`config.mk`:
```
export PLATFORM = sky130hd
export DESIGN_NAME = protobuf_message_decoder
export DESIGN_NICKNAME = d
export VERILOG_FILES = /design/src/rtl/pbd_pkg.sv /design/src/rtl/pbd_varint.sv /design/src/rtl/pbd_parser.sv /design/src/rtl/protobuf_message_decoder.sv
export SDC_FILE = /design/constraint.sdc
export NUM_CORES = 1
export LEC_CHECK = 0
export BUFFER_PORTS_ARGS = -buffer_cell sky130_fd_sc_hd__clkbuf_2
export CAP_MARGIN = 15
export CORE_MARGIN = 3
export CORE_UTILIZATION = 43
export CTS_BUF_LIST = sky130_fd_sc_hd__clkbuf_4 sky130_fd_sc_hd__clkbuf_8
export DETAILED_ROUTE_END_ITERATION = 10
export SETUP_SLACK_MARGIN = 0.05
export SLEW_MARGIN = 20
export SYNTH_ARGS = -nofsm -noshare
export SYNTH_HDL_FRONTEND = slang
export SYNTH_SLANG_ARGS = --single-unit
```
`constraint.sdc`:
```
create_clock -name aclk -period 12.1 [get_ports aclk]
set_clock_uncertainty 0.2 [all_clocks]
set_input_delay 1.21 -clock aclk [delete_from_list [all_inputs] [get_ports aclk]]
set_output_delay 1.21 -clock aclk [all_outputs]
set_load 0.03 [all_outputs]
```
`src/rtl/pbd_pkg.sv`:
```
// ----------------------------------------------------------------------------
// pbd_pkg
// Shared types and codes for the protobuf message decoder.
// ----------------------------------------------------------------------------
package pbd_pkg;

    typedef enum logic [3:0] {
        P_KEY   = 4'd0,
        P_VAL   = 4'd1,
        P_LEN   = 4'd2,
        P_SKIP  = 4'd3,
        P_IKEY  = 4'd4,
        P_IVAL  = 4'd5,
        P_ILEN  = 4'd6,
        P_IDATA = 4'd7,
        P_ISKIP = 4'd8,
        P_ERR   = 4'd9
    } phase_t;

    localparam logic [2:0] EV_NONE  = 3'd0;
    localparam logic [2:0] EV_TYPE  = 3'd1;
    localparam logic [2:0] EV_ROUND = 3'd2;
    localparam logic [2:0] EV_DATA  = 3'd3;
    localparam logic [2:0] EV_EMPTY = 3'd4;

    localparam logic [2:0] ERR_OK       = 3'd0;
    localparam logic [2:0] ERR_OVERFLOW = 3'd1;
    localparam logic [2:0] ERR_TRUNC    = 3'd2;
    localparam logic [2:0] ERR_WIRETYPE = 3'd3;
    localparam logic [2:0] ERR_OVERRUN  = 3'd4;

    localparam logic [2:0] FID_POINT = 3'd0;
    localparam logic [2:0] FID_E0    = 3'd1;
    localparam logic [2:0] FID_E1    = 3'd2;
    localparam logic [2:0] FID_SHARE = 3'd3;
    localparam logic [2:0] FID_ETEXT = 3'd4;
    localparam logic [2:0] NO_TARGET = 3'd7;

    localparam logic [2:0] WT_VARINT = 3'd0;
    localparam logic [2:0] WT_LEN    = 3'd2;

    localparam logic [3:0] VINT_LAST_IDX = 4'd9;

    typedef struct packed {
        logic        done;
        logic        ovf;
        logic [63:0] acc;
        logic [3:0]  shift;
    } vint_res_t;

    typedef struct packed {
        logic [2:0]  event_res;
        logic [2:0]  field_id;
        logic [63:0] value;
        logic [7:0]  data_byte;
        logic        field_start;
        logic        field_end;
        logic        message_end;
        logic [2:0]  error;
    } res_t;

endpackage

```
`src/rtl/pbd_varint.sv`:
```
// ----------------------------------------------------------------------------
// pbd_varint
// Folds one byte into a base-128 varint accumulator and flags completion
// or overflow.
// ----------------------------------------------------------------------------
module pbd_varint
    import pbd_pkg::*;
(
    input  logic [63:0] acc,
    input  logic [3:0]  shift,
    input  logic [7:0]  in_byte,
    output vint_res_t   res
);

    logic [3:0]  idx;
    logic [5:0]  sh_amt;
    logic [63:0] part;
    logic        cont;

    always_comb begin
        idx    = (shift > VINT_LAST_IDX) ? VINT_LAST_IDX : shift;
        sh_amt = 6'({2'b00, idx} * 6'd7);
        part   = {57'd0, in_byte[6:0]} << sh_amt;
        cont   = in_byte[7];
        res.acc   = acc | part;
        res.done  = !cont;
        res.ovf   = cont && (idx >= VINT_LAST_IDX);
        res.shift = idx + 4'd1;
    end

endmodule

```
`src/rtl/pbd_parser.sv`:
```
// ----------------------------------------------------------------------------
// pbd_parser
// Wire-format parser state and the per-byte decode that forms one result.
// ----------------------------------------------------------------------------
module pbd_parser
    import pbd_pkg::*;
(
    input  logic       aclk,
    input  logic       aresetn,
    input  logic       in_fire,
    input  logic [7:0] in_byte,
    input  logic       in_last,
    output logic       res_valid,
    output res_t       res
);

    phase_t      phase_reg, phase_next;
    logic        in_sub_reg, in_sub_next;
    logic [63:0] acc_reg, acc_next;
    logic [3:0]  shift_reg, shift_next;
    logic [31:0] key_reg, key_next;
    logic [2:0]  ofield_reg, ofield_next;
    logic [63:0] orem_reg, orem_next;
    logic [63:0] irem_reg, irem_next;
    logic [2:0]  target_reg, target_next;
    logic [2:0]  errc_reg, errc_next;
    logic        startp_reg, startp_next;

    vint_res_t   vr;
    logic [63:0] orem1;
    logic [63:0] irem1;
    logic [63:0] v;
    logic [2:0]  pick;

    pbd_varint u_varint (
        .acc     (acc_reg),
        .shift   (shift_reg),
        .in_byte (in_byte),
        .res     (vr)
    );

    always_comb begin
        pick = NO_TARGET;
        if ((ofield_reg == 3'd2 || ofield_reg == 3'd3) && key_reg == 32'd2) begin
            pick = FID_POINT;
        end else if (ofield_reg == 3'd4 && key_reg == 32'd2) begin
            pick = FID_E0;
        end else if (ofield_reg == 3'd4 && key_reg == 32'd3) begin
            pick = FID_E1;
        end else if (ofield_reg == 3'd5 && key_reg == 32'd1) begin
            pick = FID_SHARE;
        end else if (ofield_reg == 3'd6 && key_reg == 32'd1) begin
            pick = FID_ETEXT;
        end
    end

    always_comb begin
        phase_next  = phase_reg;
        in_sub_next = in_sub_reg;
        acc_next    = acc_reg;
        shift_next  = shift_reg;
        key_next    = key_reg;
        ofield_next = ofield_reg;
        orem_next   = orem_reg;
        irem_next   = irem_reg;
        target_next = target_reg;
        errc_next   = errc_reg;
        startp_next = startp_reg;
        res         = '0;
        v           = vr.acc;
        orem1       = (in_sub_reg && orem_reg != 64'd0) ? orem_reg - 64'd1 : orem_reg;
        irem1       = (irem_reg != 64'd0) ? irem_reg - 64'd1 : irem_reg;

        if (phase_reg != P_ERR) begin
            orem_next = orem1;
            case (phase_reg)
                P_KEY, P_IKEY, P_VAL, P_LEN, P_IVAL, P_ILEN: begin
                    acc_next   = vr.acc;
                    shift_next = vr.shift;
                    if (!vr.done && vr.ovf) begin
                        errc_next = ERR_OVERFLOW;
                        phase_next = P_ERR;
                    end else if (vr.done) begin
                        acc_next   = '0;
                        shift_next = '0;
                        case (phase_reg)
                            P_KEY, P_IKEY: begin
                                key_next = v[34:3];
                                if (v[2:0] == WT_VARINT) begin
                                    phase_next = (phase_reg == P_KEY) ? P_VAL : P_IVAL;
                                end else if (v[2:0] == WT_LEN) begin
                                    phase_next = (phase_reg == P_KEY) ? P_LEN : P_ILEN;
                                end else if (phase_reg == P_KEY) begin
                                    errc_next  = ERR_WIRETYPE;
                                    phase_next = P_ERR;
                                end
                            end
                            P_VAL: begin
                                if (key_reg == 32'd1) begin
                                    res.event_res = EV_TYPE;
                                    res.value     = v;
                                end
                                phase_next = P_KEY;
                            end
                            P_LEN: begin
                                orem_next = v;
                                if (v == 64'd0) begin
                                    phase_next = P_KEY;
                                end else if (key_reg >= 32'd2 && key_reg <= 32'd6) begin
                                    in_sub_next = 1'b1;
                                    ofield_next = key_reg[2:0];
                                    phase_next  = P_IKEY;
                                end else begin
                                    phase_next = P_SKIP;
                                end
                            end
                            P_IVAL: begin
                                if (ofield_reg <= 3'd4 && key_reg == 32'd1) begin
                                    res.event_res = EV_ROUND;
                                    res.value     = {32'd0, v[31:0]};
                                end
                                phase_next = P_IKEY;
                            end
                            default: begin
                                if (v > orem1) begin
                                    errc_next  = ERR_OVERRUN;
                                    phase_next = P_ERR;
                                end else begin
                                    target_next = pick;
                                    if (v == 64'd0) begin
                                        if (pick != NO_TARGET) begin
                                            res.event_res = EV_EMPTY;
                                            res.field_id  = pick;
                                        end
                                        phase_next = P_IKEY;
                                    end else begin
                                        irem_next   = v;
                                        startp_next = 1'b1;
                                        phase_next  = (pick != NO_TARGET) ? P_IDATA : P_ISKIP;
                                    end
                                end
                            end
                        endcase
                    end
                end
                P_SKIP: begin
                    orem_next = (orem_reg != 64'd0) ? orem_reg - 64'd1 : orem_reg;
                    if (orem_next == 64'd0) begin
                        phase_next = P_KEY;
                    end
                end
                P_IDATA, P_ISKIP: begin
                    irem_next = irem1;
                    if (phase_reg == P_IDATA) begin
                        res.event_res   = EV_DATA;
                        res.field_id    = target_reg;
                        res.data_byte   = in_byte;
                        res.field_start = startp_reg;
                        res.field_end   = (irem1 == 64'd0);
                    end
                    startp_next = 1'b0;
                    if (irem1 == 64'd0) begin
                        phase_next = P_IKEY;
                    end
                end
                default: begin
                    errc_next  = ERR_TRUNC;
                    phase_next = P_ERR;
                end
            endcase

            if (phase_next != P_ERR && in_sub_next && orem_next == 64'd0) begin
                if (phase_next == P_IKEY && shift_next == 4'd0) begin
                    in_sub_next = 1'b0;
                    phase_next  = P_KEY;
                end else begin
                    errc_next  = ERR_TRUNC;
                    phase_next = P_ERR;
                end
            end
            if (phase_next == P_ERR) begin
                res.event_res = EV_NONE;
            end
        end

        if (in_last && phase_next != P_ERR
                && !(phase_next == P_KEY && shift_next == 4'd0)) begin
            errc_next     = (phase_next == P_SKIP || in_sub_next) ? ERR_OVERRUN : ERR_TRUNC;
            phase_next    = P_ERR;
            res.event_res = EV_NONE;
        end

        res.message_end = in_last;
        res.error       = in_last ? errc_next : ERR_OK;
        res_valid       = in_fire && (in_last || res.event_res != EV_NONE);

        if (in_last) begin
            phase_next  = P_KEY;
            in_sub_next = 1'b0;
            acc_next    = '0;
            shift_next  = '0;
            key_next    = '0;
            ofield_next = '0;
            orem_next   = '0;
            irem_next   = '0;
            target_next = '0;
            errc_next   = ERR_OK;
            startp_next = 1'b0;
        end
    end

    always_ff @(posedge aclk) begin
        if (!aresetn) begin
            phase_reg  <= P_KEY;
            in_sub_reg <= 1'b0;
            acc_reg    <= '0;
            shift_reg  <= '0;
            key_reg    <= '0;
            ofield_reg <= '0;
            orem_reg   <= '0;
            irem_reg   <= '0;
            target_reg <= '0;
            errc_reg   <= ERR_OK;
            startp_reg <= 1'b0;
        end else if (in_fire) begin
            phase_reg  <= phase_next;
            in_sub_reg <= in_sub_next;
            acc_reg    <= acc_next;
            shift_reg  <= shift_next;
            key_reg    <= key_next;
            ofield_reg <= ofield_next;
            orem_reg   <= orem_next;
            irem_reg   <= irem_next;
            target_reg <= target_next;
            errc_reg   <= errc_next;
            startp_reg <= startp_next;
        end
    end

endmodule

```
`src/rtl/protobuf_message_decoder.sv`:
```
// ----------------------------------------------------------------------------
// protobuf_message_decoder
// Streaming protobuf wire-format decoder for a fixed two-level schema.
//
// The slave channel takes one encoded byte per beat in s_tdata, with s_tlast
// on the final byte of a message. The master channel gives at most one
// result beat per input byte: events in m_tuser, values and the error code
// in m_tdata, and m_tlast on the result that closes a message.
// A byte enters an input register and is decoded into the output register
// once the output register is empty or its beat is being taken. One byte
// is accepted every cycle while the receiver keeps m_tready high; the
// single parser state update per byte sets this. When the receiver stalls,
// the output register holds its beat, the input register keeps its byte or
// takes one if it was empty, and s_tready then stays low until the output
// beat is taken. Reset empties both registers and returns the parser to
// the top-level key state with no error pending.
// ----------------------------------------------------------------------------
module protobuf_message_decoder
    import pbd_pkg::*;
(
    input  logic        aclk,
    input  logic        aresetn,
    input  logic        s_tvalid,
    output logic        s_tready,
    input  logic [7:0]  s_tdata,   // in_byte
    input  logic        s_tlast,
    output logic        m_tvalid,
    input  logic        m_tready,
    output logic [79:0] m_tdata,   // value, data_byte, error, zero fill
    output logic [7:0]  m_tuser,   // event_res, field_id, field_start, field_end
    output logic        m_tlast
);

    logic       in_valid_reg;
    logic [7:0] in_byte_reg;
    logic       in_last_reg;
    logic       out_valid_reg;
    res_t       out_reg;
    logic       proc_fire;
    logic       res_valid;
    res_t       res;

    assign proc_fire = in_valid_reg && (!out_valid_reg || m_tready);
    assign s_tready  = !in_valid_reg || proc_fire;

    pbd_parser u_parser (
        .aclk      (aclk),
        .aresetn   (aresetn),
        .in_fire   (proc_fire),
        .in_byte   (in_byte_reg),
        .in_last   (in_last_reg),
        .res_valid (res_valid),
        .res       (res)
    );

    always_ff @(posedge aclk) begin
        if (!aresetn) begin
            in_valid_reg <= 1'b0;
        end else if (s_tready) begin
            in_valid_reg <= s_tvalid;
        end
    end

    always_ff @(posedge aclk) begin
        if (s_tvalid && s_tready) begin
            in_byte_reg <= s_tdata;
            in_last_reg <= s_tlast;
        end
    end

    always_ff @(posedge aclk) begin
        if (!aresetn) begin
            out_valid_reg <= 1'b0;
        end else if (proc_fire) begin
            out_valid_reg <= res_valid;
        end else if (m_tready) begin
            out_valid_reg <= 1'b0;
        end
    end

    always_ff @(posedge aclk) begin
        if (proc_fire && res_valid) begin
            out_reg <= res;
        end
    end

    assign m_tvalid = out_valid_reg;
    assign m_tdata  = {5'd0, out_reg.error, out_reg.data_byte, out_reg.value};
    assign m_tuser  = {out_reg.field_end, out_reg.field_start, out_reg.field_id,
                       out_reg.event_res};
    assign m_tlast  = out_reg.message_end;

endmodule
```
==> results.cfg <==
[layout]
largest_register_ffs = 75
stdcell_area_sq_um = 26600
area_delta_synth_final_pct = 10.9
finalNonFillerCells = 3891
nets = 3189
n_antenna_cell = 0
drive_gt1_frac = 0.123

[route]
wl_per_cell_microns = 30.0
first_pass_iters = 8
drt-total-wl_mm = 117
routed_via_density = 6.75
ant_nets = 0
dr_total_vias = 26300
drc = 0
drtIter0Drc = 3152

[clock_network]
clockBufferDepth = 3
cts_tree = done
root_buffer = clkbuf_8
numCtsBuffers = 66
clock_latency_ps = 690
clock_sinks = 338
holdBufCountCts = 0
post-cts-setup-buffers = 0
cts_resized = 0
clkSlewWorstSetupHoldPaths_ps = 60
cts.htree.levels = 3

[synth]
syn-cell-area_sq_um = 24000
async_flop_share = 0
synth_ff_type = dfxtp_1
synth_cells = 3093
synth_common_cells = 298 x nor2_1, 245 x dfxtp_1, 228 x a21oi_1
ys_ff_latch = 338
synth-compound-area-share = 0.247
synth_most_common_cell = nor2_1
yosys-mux-area-fraction = 0.00339
synth_xor_area_frac = 0.0365
synth_top_family_by_area = simple AND/OR/NAND/NOR gates
synth_top_area_share = 0.204
yosys.area_share.simple = 0.296
yosysSeqAreaShare = 0.321
synthTopCellsByArea = dfxtp_1 20%, edfxtp_1 12%, a21oi_1 4.8%
avgSynthCellArea_sq_um = 7.76
yosysWarnings = 0
synth_edf_count = 93
synth_fa_ha_area_frac = 0.0392
yosysTopAreaCell = dfxtp_1
synth_cell_type_count = 97

[power]
p_seq_frac = 0.432
power.switching_w = 0.000821
power.total_w = 0.00274
leakage_nw = 10.4
power_density_nw_per_um2 = 103
peakVddDrop_v = 0.0000770
p_comb_frac = 0.130
p_int_w = 0.00192
pwr-share-clk = 0.438
power.share.switching = 0.300

[sta]
relSlewSlack = 0.164
setup_tns_ps = 0
fmax_mhz = 100
hold_viol = 0
worst_slack_ps = 2130
setup_viol = 0
fin_crit_ps = 9970
fin_crit_sh = 0.824
slew_viol_final = 0
rsz0062_at_grt = no
worst_pin_slew_ps = 1250

[worst_setup_path]
crit_type = reg -> reg
required_ps = 12200
start_kind = flip-flop
worstSetupEndpointType = flip-flop
crit_arrival_ps = 10070
cp_max_fo = 42

[status]
status = completed

[floorplanning]
die_h_microns = 242
core_area_sq_um = 54600
dieArea_sq_um = 58700
ios = 104
dieWidth_microns = 242
start_util = 0.440
std_cell_rows = 85

[place]
place_congestion = 1.02
placed_cells_incl_taps = 3773
port_buffers = 98
placed_cell_area_sq_um = 25300
dpl.hpwl_mm = 84.9
post-place-ws_ps = 2410

[min_path]
min_path_type = reg -> reg

[grt]
overflow = 0
grt_antenna_before_repair = 4
grt_use_total = 0.380
grt_pass1_wl_mm = 167
grt_max_degree = 141
grt_pass1_vias = 24200

[run]
max-cap-violations = 0
-- cell type report --
class | count | area (sq um)
tap | 739 | 925
multi-input combinational | 2413 | 15100
clock inverter | 25 | 176
clock buffer | 93 | 1160
timing repair buffer | 189 | 1180
inverter | 94 | 353
sequential | 338 | 7700
fill | 5471 | 28000
-- layout by cell type, fill, tap and decap left out, drive strengths merged, types with 51 or more instances in the layout --
cell	netlist	routed
clkbuf	225	190
nor2	298	298
ha	72	72
a22oi	79	79
nor3	95	95
inv	94	98
nand2	221	221
nor3b	62	62
edfxtp	93	93
buf	27	92
nand3	75	75
a21boi	55	55
nor4	119	119
nand4	51	51
o21ai	213	213
xnor2	52	52
a21oi	228	228
dfxtp	245	245
and2	76	76
nor2b	109	109
-- worst max-delay path, cell delays in order, from the launching register on --
cell and delay (ps):
dfxtp_1 900, inv_1 310, nand2_1 210, inv_1 90, ha_1 180, or2_2 300, ha_1 270, a211oi_1 370
o21ai_0 410, nand2_1 630, nor2_1 340, a21oi_1 940, inv_1 110, ha_1 350, nand4_1 130, nor3_1 290
and4_1 310, and4_1 210, a211oi_1 70, a31oi_1 820, nand2b_1 200, a21oi_1 60, o21bai_1 170, nor3b_1 540
a211oi_1 150, a21o_1 280, o22ai_4 150, buf_4 500
-- kinds of logic (layout without fill, tap and decap cells) --
group,after synthesis,after routing
other cells,1,5
flops,338,338
buf+inv,346,401
simple gates,1317,1317
mux,8,8
compound gates,909,909
fa+ha+maj,74,74
xor+xnor,100,100
-- power by group through the flow --
stage	combinational, W	clock, W	sequential [W]
after CTS	0.000345	0.00122	0.00118
final	0.000356	0.00120	0.00118
after floorplan	0.000213	0	0.00122
after global placement	0.000344	0	0.00121
after detailed placement	0.000343	0	0.00121
after global routing	0.000373	0.00127	0.00118
-- per-layer routing --
layer,wire (microns),share of wire,global-route usage,vias to the layer above
met5,19,0.00016,0,-
met4,8570,0.073,0.235,2
met3,10900,0.094,0.0745,415
met2,50800,0.44,0.588,1663
met1,46300,0.40,0.489,12700
li1,-,-,-,11500
-- path summary, 6_finish.rpt --
path / start / end / slack (ps) / depth (start not counted)
worst max register to register: u_parser.shift_reg[3]$_SDFFE_PN0P_ / m_tdata[58]$_SDFFCE_PP0P_ / 2130 / 27
worst min register to register: u_parser.target_reg[0]$_SDFFE_PN0P_ / u_parser.target_reg[0]$_SDFFE_PN0P_ / 270 / 2
worst max-delay path: u_parser.shift_reg[3]$_SDFFE_PN0P_ / m_tdata[58]$_SDFFCE_PP0P_ / 2130 / 27
worst min-delay path: u_parser.target_reg[0]$_SDFFE_PN0P_ / u_parser.target_reg[0]$_SDFFE_PN0P_ / 270 / 2
-- per-stage QoR --
step	hold slack, ps	util
final	268	0.488
after global routing	284	0.488
after floorplan	240	-
after CTS	270	0.487
after detailed placement	264	0.463
after global placement	254	0.463
(Power assumes the default switching activity.)
